File: src/hdl/wve_pkg.sv
package wve_pkg;

    // signed time difference width (two 32-bit times)
    localparam int TDW = 33;
    localparam logic [19:0] US_PER_S = 20'd1000000;
    // largest magnitude whose product with US_PER_S fits a signed 64-bit word
    localparam logic [63:0] MAG_LIMIT = 64'd9223372036854;
    localparam logic signed [31:0] Q_MAX = 32'sh7fff_ffff;
    localparam logic signed [31:0] Q_MIN = 32'sh8000_0000;

    // divider result handed back to the sequencer
    typedef struct packed {
        logic               done;
        logic               sat;
        logic signed [31:0] quot;
    } div_res_t;

endpackage

File: src/hdl/wve_div.sv
module wve_div import wve_pkg::*; #(
    parameter int POS_WIDTH = 32
) (
    input  logic                     aclk,
    input  logic                     aresetn,
    input  logic                     start,
    input  logic signed [POS_WIDTH:0] num,
    input  logic signed [TDW-1:0]    den,
    output div_res_t                 res
);

    localparam int MW = POS_WIDTH + 1;
    localparam int DW = MW + 20;
    localparam int UW = DW - 33;
    localparam int CW = (UW > 34) ? UW : 34;

    typedef enum logic [2:0] {D_IDLE, D_MUL, D_CHK, D_ITER, D_DONE} dstate_t;

    dstate_t       state_reg;
    logic [MW-1:0] mag_reg;
    logic [32:0]   dmag_reg;
    logic          neg_reg, nneg_reg, zden_reg, nzero_reg, big_reg;
    logic [DW-1:0] prod_reg;
    logic [32:0]   lo_reg;
    logic [33:0]   rem_reg;
    logic [32:0]   q_reg;
    logic [5:0]    cnt_reg;
    logic          ovf_reg;
    logic          done_reg;
    logic          sat_reg;
    logic signed [31:0] quot_reg;

    logic [MW-1:0] num_mag;
    logic [32:0]   den_mag;
    logic [CW-1:0] upper_w, dmag_w;
    logic [33:0]   trial;
    logic          fit;

    always_comb begin
        num_mag = num[POS_WIDTH] ? MW'(-num) : MW'(num);
        den_mag = den[TDW-1] ? 33'(-den) : 33'(den);
        upper_w = CW'(prod_reg[DW-1:33]);
        dmag_w  = CW'(dmag_reg);
        trial   = {rem_reg[32:0], lo_reg[32]};
        fit     = trial >= {1'b0, dmag_reg};
    end

    // restoring divide, one quotient bit per cycle
    always_ff @(posedge aclk) begin
        if (!aresetn) begin
            state_reg <= D_IDLE;
            done_reg  <= 1'b0;
        end else begin
            done_reg <= 1'b0;
            case (state_reg)
                D_IDLE: begin
                    if (start) begin
                        mag_reg   <= num_mag;
                        dmag_reg  <= den_mag;
                        nneg_reg  <= num[POS_WIDTH];
                        neg_reg   <= num[POS_WIDTH] ^ den[TDW-1];
                        zden_reg  <= (den == '0);
                        nzero_reg <= (num == '0);
                        big_reg   <= 64'(num_mag) > MAG_LIMIT;
                        state_reg <= D_MUL;
                    end
                end
                D_MUL: begin
                    prod_reg  <= DW'(mag_reg) * DW'(US_PER_S);
                    state_reg <= D_CHK;
                end
                D_CHK: begin
                    ovf_reg <= 1'b0;
                    q_reg   <= '0;
                    lo_reg  <= prod_reg[32:0];
                    cnt_reg <= 6'd33;
                    if (zden_reg || big_reg) begin
                        state_reg <= D_DONE;
                    end else if (upper_w >= dmag_w) begin
                        ovf_reg   <= 1'b1;
                        state_reg <= D_DONE;
                    end else begin
                        rem_reg   <= 34'(upper_w);
                        state_reg <= D_ITER;
                    end
                end
                D_ITER: begin
                    rem_reg <= fit ? trial - {1'b0, dmag_reg} : trial;
                    q_reg   <= {q_reg[31:0], fit};
                    lo_reg  <= {lo_reg[31:0], 1'b0};
                    cnt_reg <= cnt_reg - 6'd1;
                    if (cnt_reg == 6'd1) begin
                        state_reg <= D_DONE;
                    end
                end
                D_DONE: begin
                    // clamp and sign the quotient
                    if (zden_reg) begin
                        sat_reg  <= 1'b1;
                        quot_reg <= nzero_reg ? '0 : (nneg_reg ? Q_MIN : Q_MAX);
                    end else if (big_reg || ovf_reg) begin
                        sat_reg  <= 1'b1;
                        quot_reg <= neg_reg ? Q_MIN : Q_MAX;
                    end else if (neg_reg) begin
                        sat_reg  <= q_reg > 33'h0_8000_0000;
                        quot_reg <= (q_reg > 33'h0_8000_0000) ? Q_MIN : 32'(-q_reg);
                    end else begin
                        sat_reg  <= q_reg > 33'h0_7fff_ffff;
                        quot_reg <= (q_reg > 33'h0_7fff_ffff) ? Q_MAX : 32'(q_reg);
                    end
                    done_reg  <= 1'b1;
                    state_reg <= D_IDLE;
                end
                default: state_reg <= D_IDLE;
            endcase
        end
    end

    assign res.done = done_reg;
    assign res.sat  = sat_reg;
    assign res.quot = quot_reg;

endmodule

File: src/hdl/waypoint_velocity_estimator_top.sv
// channel   ports                                   direction
// s_        valid/ready, position, time, velocity   in, one sample per transfer
// m_        valid/ready, velocity, joint, flags     out, zero to two per sample
// cfg_      valid/ready, joint count                in, always ready
//
// A sample that needs no division skips the divider and goes straight to its result
// transfers, if any. An interior sample that needs the mean runs two divisions, one
// after the other, on one shared restoring divider, then halves their sum. Receiver
// stalls hold each result in its output state until m_ready.
// Synchronous active-low reset clears control state; per-joint storage is not
// cleared. s_ready is low while a sample is in work or its results wait.
module waypoint_velocity_estimator_top import wve_pkg::*; #(
    parameter int MAX_JOINTS = 32,
    parameter int POS_WIDTH  = 32
) (
    input  logic               aclk,
    input  logic               aresetn,
    input  logic               s_valid,
    output logic               s_ready,
    input  logic signed [31:0] s_position,
    input  logic [31:0]        s_time_us,
    input  logic               s_velocity_given,
    input  logic signed [31:0] s_given_velocity,
    input  logic               s_final_point,
    output logic               m_valid,
    input  logic               m_ready,
    output logic signed [31:0] m_velocity,
    output logic [4:0]         m_joint_index,
    output logic               m_saturated,
    output logic               m_run_end,
    output logic               m_trajectory_done,
    input  logic               cfg_valid,
    output logic               cfg_ready,
    input  logic [5:0]         cfg_data
);

    localparam int JW = (MAX_JOINTS > 1) ? $clog2(MAX_JOINTS) : 1;
    localparam int PW = POS_WIDTH;
    localparam int WW = 2 * PW + 33;

    typedef enum logic [3:0] {
        S_IDLE, S_LOAD, S_GOA, S_WA, S_GOB, S_WB, S_MEAN, S_OUT1, S_OUT2, S_FINISH
    } state_t;

    state_t            state_reg;
    logic [5:0]        count_reg;
    logic [JW-1:0]     joint_reg;
    logic [1:0]        seen_reg;
    logic [31:0]       older_time_reg, middle_time_reg, cur_time_reg;
    logic signed [PW-1:0] pos_reg;
    logic              given_reg, final_reg, last_reg;
    logic [31:0]       gvel_reg;
    logic signed [PW-1:0] prev_reg, mid_reg;
    logic signed [31:0] qa_reg;
    logic              sat_reg;
    logic              m_valid_reg;
    logic signed [31:0] vel_reg;
    logic              msat_reg, end_reg, done_reg;

    logic [WW-1:0]     mem [MAX_JOINTS];
    logic [WW-1:0]     rd_reg;

    logic [PW+31:0]    pos_raw;
    logic signed [PW-1:0] rd_old, rd_mid;
    logic              rd_has;
    logic [31:0]       rd_vel;
    logic [8:0]        count_eff;
    logic              last_now, zero_now;
    logic              div_start;
    logic signed [PW:0] div_num;
    logic signed [TDW-1:0] div_den;
    div_res_t          div_res;
    logic signed [32:0] mean_sum;

    always_comb begin
        pos_raw   = {{PW{1'b0}}, s_position};
        rd_old    = rd_reg[WW-1 -: PW];
        rd_mid    = rd_reg[PW+32 -: PW];
        rd_has    = rd_reg[32];
        rd_vel    = rd_reg[31:0];
        if (count_reg == 6'd0) begin
            count_eff = 9'd1;
        end else if (9'(count_reg) > 9'(MAX_JOINTS)) begin
            count_eff = 9'(MAX_JOINTS);
        end else begin
            count_eff = 9'(count_reg);
        end
        last_now = (9'(joint_reg) + 9'd1) >= count_eff;
        zero_now = (rd_mid == rd_old) || (rd_mid < rd_old && rd_mid <= pos_reg)
                   || (rd_mid > rd_old && rd_mid >= pos_reg);
        div_start = (state_reg == S_GOA) || (state_reg == S_GOB);
        if (state_reg == S_GOA) begin
            div_num = (PW+1)'(mid_reg) - (PW+1)'(prev_reg);
            div_den = {1'b0, middle_time_reg} - {1'b0, older_time_reg};
        end else begin
            div_num = (PW+1)'(pos_reg) - (PW+1)'(mid_reg);
            div_den = {1'b0, cur_time_reg} - {1'b0, middle_time_reg};
        end
        mean_sum = 33'(qa_reg) + 33'(div_res.quot);
    end

    wve_div #(.POS_WIDTH(POS_WIDTH)) u_div (
        .aclk    (aclk),
        .aresetn (aresetn),
        .start   (div_start),
        .num     (div_num),
        .den     (div_den),
        .res     (div_res)
    );

    // per-joint history, read at the current joint every cycle
    always_ff @(posedge aclk) begin
        rd_reg <= mem[joint_reg];
        if (state_reg == S_LOAD) begin
            mem[joint_reg] <= {(seen_reg != 2'd0) ? rd_mid : rd_old, pos_reg,
                               given_reg, gvel_reg};
        end
    end

    // configuration register
    always_ff @(posedge aclk) begin
        if (!aresetn) begin
            count_reg <= 6'd1;
        end else if (cfg_valid) begin
            count_reg <= cfg_data;
        end
    end

    // sequencer
    always_ff @(posedge aclk) begin
        if (!aresetn) begin
            state_reg       <= S_IDLE;
            joint_reg       <= '0;
            seen_reg        <= 2'd0;
            older_time_reg  <= '0;
            middle_time_reg <= '0;
            cur_time_reg    <= '0;
            m_valid_reg     <= 1'b0;
        end else begin
            case (state_reg)
                S_IDLE: begin
                    if (s_valid) begin
                        pos_reg   <= pos_raw[PW-1:0];
                        given_reg <= s_velocity_given;
                        gvel_reg  <= s_given_velocity;
                        final_reg <= s_final_point;
                        if (joint_reg == '0) begin
                            cur_time_reg <= s_time_us;
                        end
                        state_reg <= S_LOAD;
                    end
                end
                S_LOAD: begin
                    last_reg <= last_now;
                    prev_reg <= rd_old;
                    mid_reg  <= rd_mid;
                    sat_reg  <= 1'b0;
                    if (seen_reg == 2'd2) begin
                        if (rd_has || zero_now) begin
                            vel_reg     <= rd_has ? rd_vel : '0;
                            msat_reg    <= 1'b0;
                            end_reg     <= !final_reg;
                            done_reg    <= 1'b0;
                            m_valid_reg <= 1'b1;
                            state_reg   <= S_OUT1;
                        end else begin
                            state_reg <= S_GOA;
                        end
                    end else if (seen_reg == 2'd0 || final_reg) begin
                        vel_reg     <= given_reg ? gvel_reg : '0;
                        msat_reg    <= 1'b0;
                        end_reg     <= 1'b1;
                        done_reg    <= final_reg && last_now;
                        m_valid_reg <= 1'b1;
                        state_reg   <= S_OUT2;
                    end else begin
                        state_reg <= S_FINISH;
                    end
                end
                S_GOA: state_reg <= S_WA;
                S_WA: begin
                    if (div_res.done) begin
                        qa_reg    <= div_res.quot;
                        sat_reg   <= div_res.sat;
                        state_reg <= S_GOB;
                    end
                end
                S_GOB: state_reg <= S_WB;
                S_WB: begin
                    if (div_res.done) begin
                        state_reg <= S_MEAN;
                    end
                end
                S_MEAN: begin
                    // halve, truncating toward zero
                    vel_reg     <= 32'((mean_sum + 33'(mean_sum[32])) >>> 1);
                    msat_reg    <= sat_reg || div_res.sat;
                    end_reg     <= !final_reg;
                    done_reg    <= 1'b0;
                    m_valid_reg <= 1'b1;
                    state_reg   <= S_OUT1;
                end
                S_OUT1: begin
                    if (m_ready) begin
                        if (final_reg) begin
                            vel_reg   <= given_reg ? gvel_reg : '0;
                            msat_reg  <= 1'b0;
                            end_reg   <= 1'b1;
                            done_reg  <= last_reg;
                            state_reg <= S_OUT2;
                        end else begin
                            m_valid_reg <= 1'b0;
                            state_reg   <= S_FINISH;
                        end
                    end
                end
                S_OUT2: begin
                    if (m_ready) begin
                        m_valid_reg <= 1'b0;
                        state_reg   <= S_FINISH;
                    end
                end
                S_FINISH: begin
                    // advance joint and waypoint history
                    if (last_reg) begin
                        joint_reg <= '0;
                        if (final_reg) begin
                            seen_reg <= 2'd0;
                        end else begin
                            older_time_reg  <= middle_time_reg;
                            middle_time_reg <= cur_time_reg;
                            if (seen_reg != 2'd2) begin
                                seen_reg <= seen_reg + 2'd1;
                            end
                        end
                    end else begin
                        joint_reg <= joint_reg + JW'(1);
                    end
                    state_reg <= S_IDLE;
                end
                default: state_reg <= S_IDLE;
            endcase
        end
    end

    assign s_ready           = (state_reg == S_IDLE);
    assign cfg_ready         = 1'b1;
    assign m_valid           = m_valid_reg;
    assign m_velocity        = vel_reg;
    assign m_joint_index     = 5'(joint_reg);
    assign m_saturated       = msat_reg;
    assign m_run_end         = end_reg;
    assign m_trajectory_done = done_reg;

`ifndef SYNTHESIS
    a_idle_no_result: assert property (@(posedge aclk) disable iff (!aresetn)
        s_ready |-> !m_valid)
        else $error("result pending while taking a sample");
    a_joint_range: assert property (@(posedge aclk) disable iff (!aresetn)
        32'(joint_reg) < 32'(MAX_JOINTS))
        else $error("joint counter out of range");
    a_done_has_end: assert property (@(posedge aclk) disable iff (!aresetn)
        (m_valid && m_trajectory_done) |-> m_run_end)
        else $error("trajectory end without run end");
    a_div_in_wait: assert property (@(posedge aclk) disable iff (!aresetn)
        div_res.done |-> (state_reg == S_WA || state_reg == S_WB))
        else $error("divider finished outside a wait state");
`endif

endmodule
File: config.mk
export PLATFORM = sky130hd
export DESIGN_NAME = waypoint_velocity_estimator_top
export DESIGN_NICKNAME = d
export VERILOG_FILES = /design/src/hdl/wve_pkg.sv /design/src/hdl/wve_div.sv /design/src/hdl/waypoint_velocity_estimator_top.sv
export SDC_FILE = /design/constraint.sdc
export NUM_CORES = 2
export LEC_CHECK = 0
export ABC_AREA = 1
export ABC_CLOCK_PERIOD_IN_PS = 7800
export CORE_MARGIN = 2
export CORE_UTILIZATION = 50
export DETAILED_ROUTE_END_ITERATION = 7
export DONT_BUFFER_PORTS = 1
export PLACE_DENSITY = 0.63
export SETUP_SLACK_MARGIN = 0.1
export SKIP_LAST_GASP = 1
export SLEW_MARGIN = 25
export SYNTH_ARGS = -nofsm -noshare
export SYNTH_HDL_FRONTEND = slang
export SYNTH_SLANG_ARGS = --single-unit
export TNS_END_PERCENT = 30
File: constraint.sdc
create_clock -name aclk -period 7.8 [get_ports aclk]
set_clock_uncertainty 0.15 [all_clocks]
set_input_delay 0.78 -clock aclk [delete_from_list [all_inputs] [get_ports aclk]]
set_output_delay 0.78 -clock aclk [all_outputs]
set_load 0.02 [all_outputs]
======== After elaboration in Yosys (flattened, before gate mapping) ========
Memory sizes are Yosys's and may differ from the RTL's. A register that Yosys moved wholly into a read port is not among the register bits.
Cells that the tools add are included.
word-level totals
  word-level logic and storage cells ...... 216
  register bits after elaboration ......... 573
  output and inout port bits .............. 43
  memories kept ........................... 1
  memory bits (writable) .................. 3104
memories
  memory  words  width  rd ports  clocked after memory_dff  wr ports  line                                   text
  mem     32     97     1         1                         1         waypoint_velocity_estimator_top.sv:60  logic [WW-1:0] mem [MAX_JOINTS];
cells by class
  bitwise operators ....................... 2
  equal/unequal tests ..................... 30
  reductions and logical operators ........ 41
  order comparisons ....................... 10
  multipliers ............................. 1
  multiplexer cells ....................... 78
  $add $sub $neg .......................... 14
operators with widths
  operator                count
  $mux 32                 18
  $pmux 33 s2             3
  $mux 33                 5
  $sub 32x32->33          4
  $pmux 32 s3             1
  $logic_not 33->1        2
  $neg 33->33             2
  $mul 33x14->47 const B  1
  $pmux 4 s9              1
  $ge 34x33->1            1
  $add 32x32->33          1
  $add 33x1->33           1
  $ge 20x33->1            1
  $gt 33x31->1 const B    1
  $gt 33x32->1 const B    1
  $sub 33x33->33          1
  $eq 32x32->1            1
  $ge 32x32->1            1
  $gt 32x32->1            1
  $le 32x32->1            1
  $lt 32x32->1            1
  $neg 32->32             1
  $mux 1                  27
  $mux 4                  6
  48 further kinds        93

======== Depth between registers and ports, before layout ========
  depth after elaboration ................. 8
  mapped depth ............................ 30

======== Modules after synthesis ========
Synthesis repeated with hierarchy kept, for this count alone.
unflattened totals
  cells, all modules ...................... 14605
  area total of the unflattened synthesis .. 168012.4 um^2
by module, submodules not included
  module                           cells each  times used  sequential area each (um^2)  area each (um^2)
  waypoint_velocity_estimator_top  11741       1           103409.2                     144523.6
  wve_div                          2864        1           7587.3                       23488.8

======== Worst setup path after synthesis ========
No wires, ideal clock.
  path kind ............................... reg2reg
  start ................................... register joint_reg[0], in the netlist m_joint_index[0]
  end ..................................... memory mem[0][0] (netlist name) (enable)
  path buffers ............................ 6
  arrival ................................. 6.416 ns
  path slack .............................. 0.680 ns
  clock period less this slack ............ 7.120 ns
  stages on the path, launching flop included .. 11
  data required time ...................... 7.096 ns
  path through ............................ dfxtp_1 -> buf_2 -> clkinv_1 -> clkbuf_1 -> clkbuf_1 -> clkbuf_1 -> clkbuf_1 -> ha_1 -> nand2_1 -> clkbuf_1 -> nor2_1
RTL lines
  element                   line                                    text
  start: declaration        waypoint_velocity_estimator_top.sv:47   logic [JW-1:0] joint_reg;
  start signal: assignment  waypoint_velocity_estimator_top.sv:237  joint_reg <= joint_reg + JW'(1);
  end: declaration          waypoint_velocity_estimator_top.sv:60
Straight into the memory's write port.

======== Final worst setup path ========
  start ................................... register u_div.mag_reg[13]
  end ..................................... register u_div.prod_reg[49], data pin
between the ends
  cells in the longest elaborated chain, start to end .. 1
ends and longest elaborated chain
  element                   line           text
  start: declaration        wve_div.sv:20  logic [MW-1:0] mag_reg;
  start signal: assignment  wve_div.sv:58  mag_reg <= num_mag;
  $mul 33x14->47            wve_div.sv:69  prod_reg <= DW'(mag_reg) * DW'(US_PER_S);
  end signal: assignment    wve_div.sv:69
  end: declaration          wve_div.sv:23  logic [DW-1:0] prod_reg;
Every way passes these cells.
A chain may end at the register's enable or synchronous reset.

==> results.md <==
- Post-synth ARST share: 0%
- DP Wirelength: 296700 µm
- Int Power: approximately 36000 µW
- Top-Level Pins: 152
- Most common cell in the netlist: edfxtp_1
- CTS Root Cell: clkbuf_16
- Crit-path max FO: 4
- Pwr per Cell Area: 258.7 nW/µm²
- Switching share of power: about a quarter
- Site row count: 213
- Yosys warns: 0
- Top post-synthesis cells by area: edfxtp_1 (63%), o21ai_0 (5.6%), nor2_1 (4.9%)
- Worst setup SP type: flip-flop
- R2R Setup Slk: around 1600 ps
- DRT iter0 DRCs: 14925
- CTS tree: done
- Synth cell types: 67
- Final Net Count: around 16000
- Period Utilization, post-route: 79.15%
- Pre-Repair DR Iteration Count: 7
- Sequential-to-total area share from yosys stat: 65.73%
- DR vias: 119162
- Clock-pin slew on the worst setup and hold paths: 80 ps
- Leak: 0.06878 µW
- F_max: 0.1620 GHz
- Worst VDD drop: 0.2016 mV
- Post-Syn Area: 168900 µm²
- Adder-cell share of the synthesized area: 5.095%
- Die Width: 585.2 µm
- Final setup viols: 0
- Pre-CTS WS: 1698 ps
- Status: completed
- Non-filler cells, final: around 20000
- Tightest Pin Transition: ~1100 ps
- Synth cell count leaders: edfxtp_1 (3553), nor2_1 (2190), o21ai_0 (1899), nand2_1 (1670), inv_1 (1098)
- Core area: 336300 µm²
- Share of cells above drive strength 1: 6.725%
- Register bit total from synthesis: 3768
- Combinational power share: 13.0%
- GPL Wtd Cong: 0.9529
- Clock sinks: roughly 3800
- Final TNS setup: 0 ps
- Largest family of logic cells by synthesized area: compound AO/OA/AOI/OAI gates
- # Max-Cap Violations: 0
- Initial Utilization: between 50% and 60%
- Die Y: 585.2 µm
- Worst Setup End Kind: flip-flop
- Reg2reg start: u_div.mag_reg[13]
- Simple-gate share of the synthesized area: between 10% and 20%
- Die area: 342400 µm²
- RSZ-0062 raised after global routing: false
- Area Growth Syn to Fin: 12.05%
- Total gr overflow: 0
- XOR/XNOR share of the synthesized area: 0.9158%
- Post-synthesis compound-gate area fraction: 12.39%
- Vias in the first global route: 111316
- Reg2reg end: u_div.prod_reg[49]
- Hold path cells: 3
- Drt drc: 0
- Final worst path period need: 6173 ps
- DRT antenna net count: 0
- Critical path class: flip-flop to flip-flop
- Routed vias/inst: between 6 and 7
- Post-synth EDFFs: 3553
- P_sw: 13030 µW
- Hold Violations, Final: 0
- Arr. time, crit path: around 6700 ps
- Post_cts resized: 0
- Final WS setup: 1627 ps
- Normalized max-slew margin: 27.70%
- Part of the power in registers: 48.5%
- Clock power frac: 38.5%
- Wire length of the first global-routing pass: 758500 µm
- Num CTS Buffers: between 300 and 400
- Fillers: between 20000 and 30000
- Most used DFF post-synth: edfxtp_1
- Hold path endpoint: cur_time_reg[8]
- Fin. max-slew vios: 0
- WHS: 86.16 ps
- Clock Tree Buf Depth: 4
- Cells after synthesis: 14826
- Routed WL: about 530000 µm
- Hold path startpoint: aresetn
- PortBufs: 0
- Post-synthesis mux area share: 0%
- Worst Reg-to-Reg Cells: 22
- Post CTS Setup Buffer Count: 0
- Required time of the critical path: 8370 ps
- Area leader, netlist: edfxtp_1
- Area share of the largest cell type after synthesis: 63.18%
- Maximum number of pins on one net before global-route repair: 205
- Syn Nets: ~16000
- Antenna violations before repair: 26
- Max reg flops: between 3000 and 4000
- Clk_lat worst skew: 1000 ps
- Global Route Usage Sum: 30.09%
- CTS HTree Levels: 5
- Placed cells: 18861
- Syn_area_per_cell: 11.39 µm²
- WL/cell: around 27 µm
- Hold Crit Class: input pin to flip-flop
[layout by cell type (no fill, tap or decap), types with 395 or more instances in the layout]
cell type,n
edfxtp_1,3553
nor2_1,2148
o21ai_0,1867
nand2_1,1668
inv_1,1095
o22ai_1,776
nand3_1,538
ha_1,454
a21oi_1,425
clkbuf_16,395
[worst max-delay path by stage]
stage          cells after the start            endpoint  slack [ps]         startpoint
3_5_place_dp                      22  u_div.prod_reg[49]        1700  u_div.mag_reg[13]
5_1_grt                           22  u_div.prod_reg[49]        1370  u_div.mag_reg[13]
4_1_cts                           22  u_div.prod_reg[49]        1630  u_div.mag_reg[13]
6_report                          22  u_div.prod_reg[49]        1630  u_div.mag_reg[13]
2_1_floorplan                     10           mem[0][0]         680   m_joint_index[0]
3_3_place_gp                      22  u_div.prod_reg[49]        1690  u_div.mag_reg[10]
[routing by layer]
layer / track usage, % / up-vias / part of all wire [%]
li1: - / 53584 / -
met1: 43.07 / 59084 / 42
met2: 47.61 / 5571 / 46
met3: 4.565 / 915 / 9.2
met4: 9.082 / 8 / 3.2
met5: 0 / - / 0.0087
[critical path, stage by stage, from the launching register on]
cell and delay, ps:
edfxtp_1 510, inv_1 260, fa_1 590, inv_1 50, fa_1 460, fa_1 520
fa_1 420, ha_1 290, inv_1 50, fa_1 470, inv_1 40, ha_1 380
nand2_1 130, nor2_1 120, inv_1 90, nor4b_1 550, nand4_1 160, nand3_1 240
nand3_1 100, nand2_1 100, nand3_1 70, nand2_1 80, xor2_1 70
[power groups by stage]
stage	sequential, µW	combinational (µW)	clock [µW]
6_report	23700	6380	18800
3_3_place_gp	24200	6030	0
3_5_place_dp	24200	6100	0
4_1_cts	23800	6210	19000
5_1_grt	23800	7060	19800
2_1_floorplan	24100	3980	0
[what timing repair did]
item	CTS	global route
hold buffers	117	0
hold endpoints to repair	171	0
endpoints found under the setup margin	0	0
[layout make-up]
cell class	instances	area, µm²	area share (%)
tap	4515	5649	2.986
clock inverter	185	2061	1.089
sequential	3768	111000	58.67
antenna	6	15.01	0.007935
clock buffer	533	10830	5.723
timing repair buffer	374	3916	2.070
multi-input combinational	9216	51510	27.23
inverter	1121	4225	2.233
[per-stage QoR]
stage / area [µm²] / util [%] / power [µW]
after floorplan: 168900 / - / 28060
after global routing: 189200 / 56.26 / 50600
after detailed placement: 174800 / 51.99 / 30290
final: 189200 / 56.26 / 48960
after CTS: 188900 / 56.17 / 48990
after global placement: 174600 / 51.90 / 30230
[logic make-up (layout without fill, tap and decap cells)]
| group | after synthesis | after routing |
|---|---|---|
| AND/OR/NAND/NOR | 4806 | 4806 |
| other | 1 | 7 |
| AO/OA/AOI/OAI | 3635 | 3635 |
| XOR/XNOR | 174 | 174 |
| adder cells (fa/ha/maj) | 600 | 600 |
| buffers and inverters | 1842 | 2213 |
| flip-flops | 3768 | 3768 |
(Power assumes the default switching activity.)
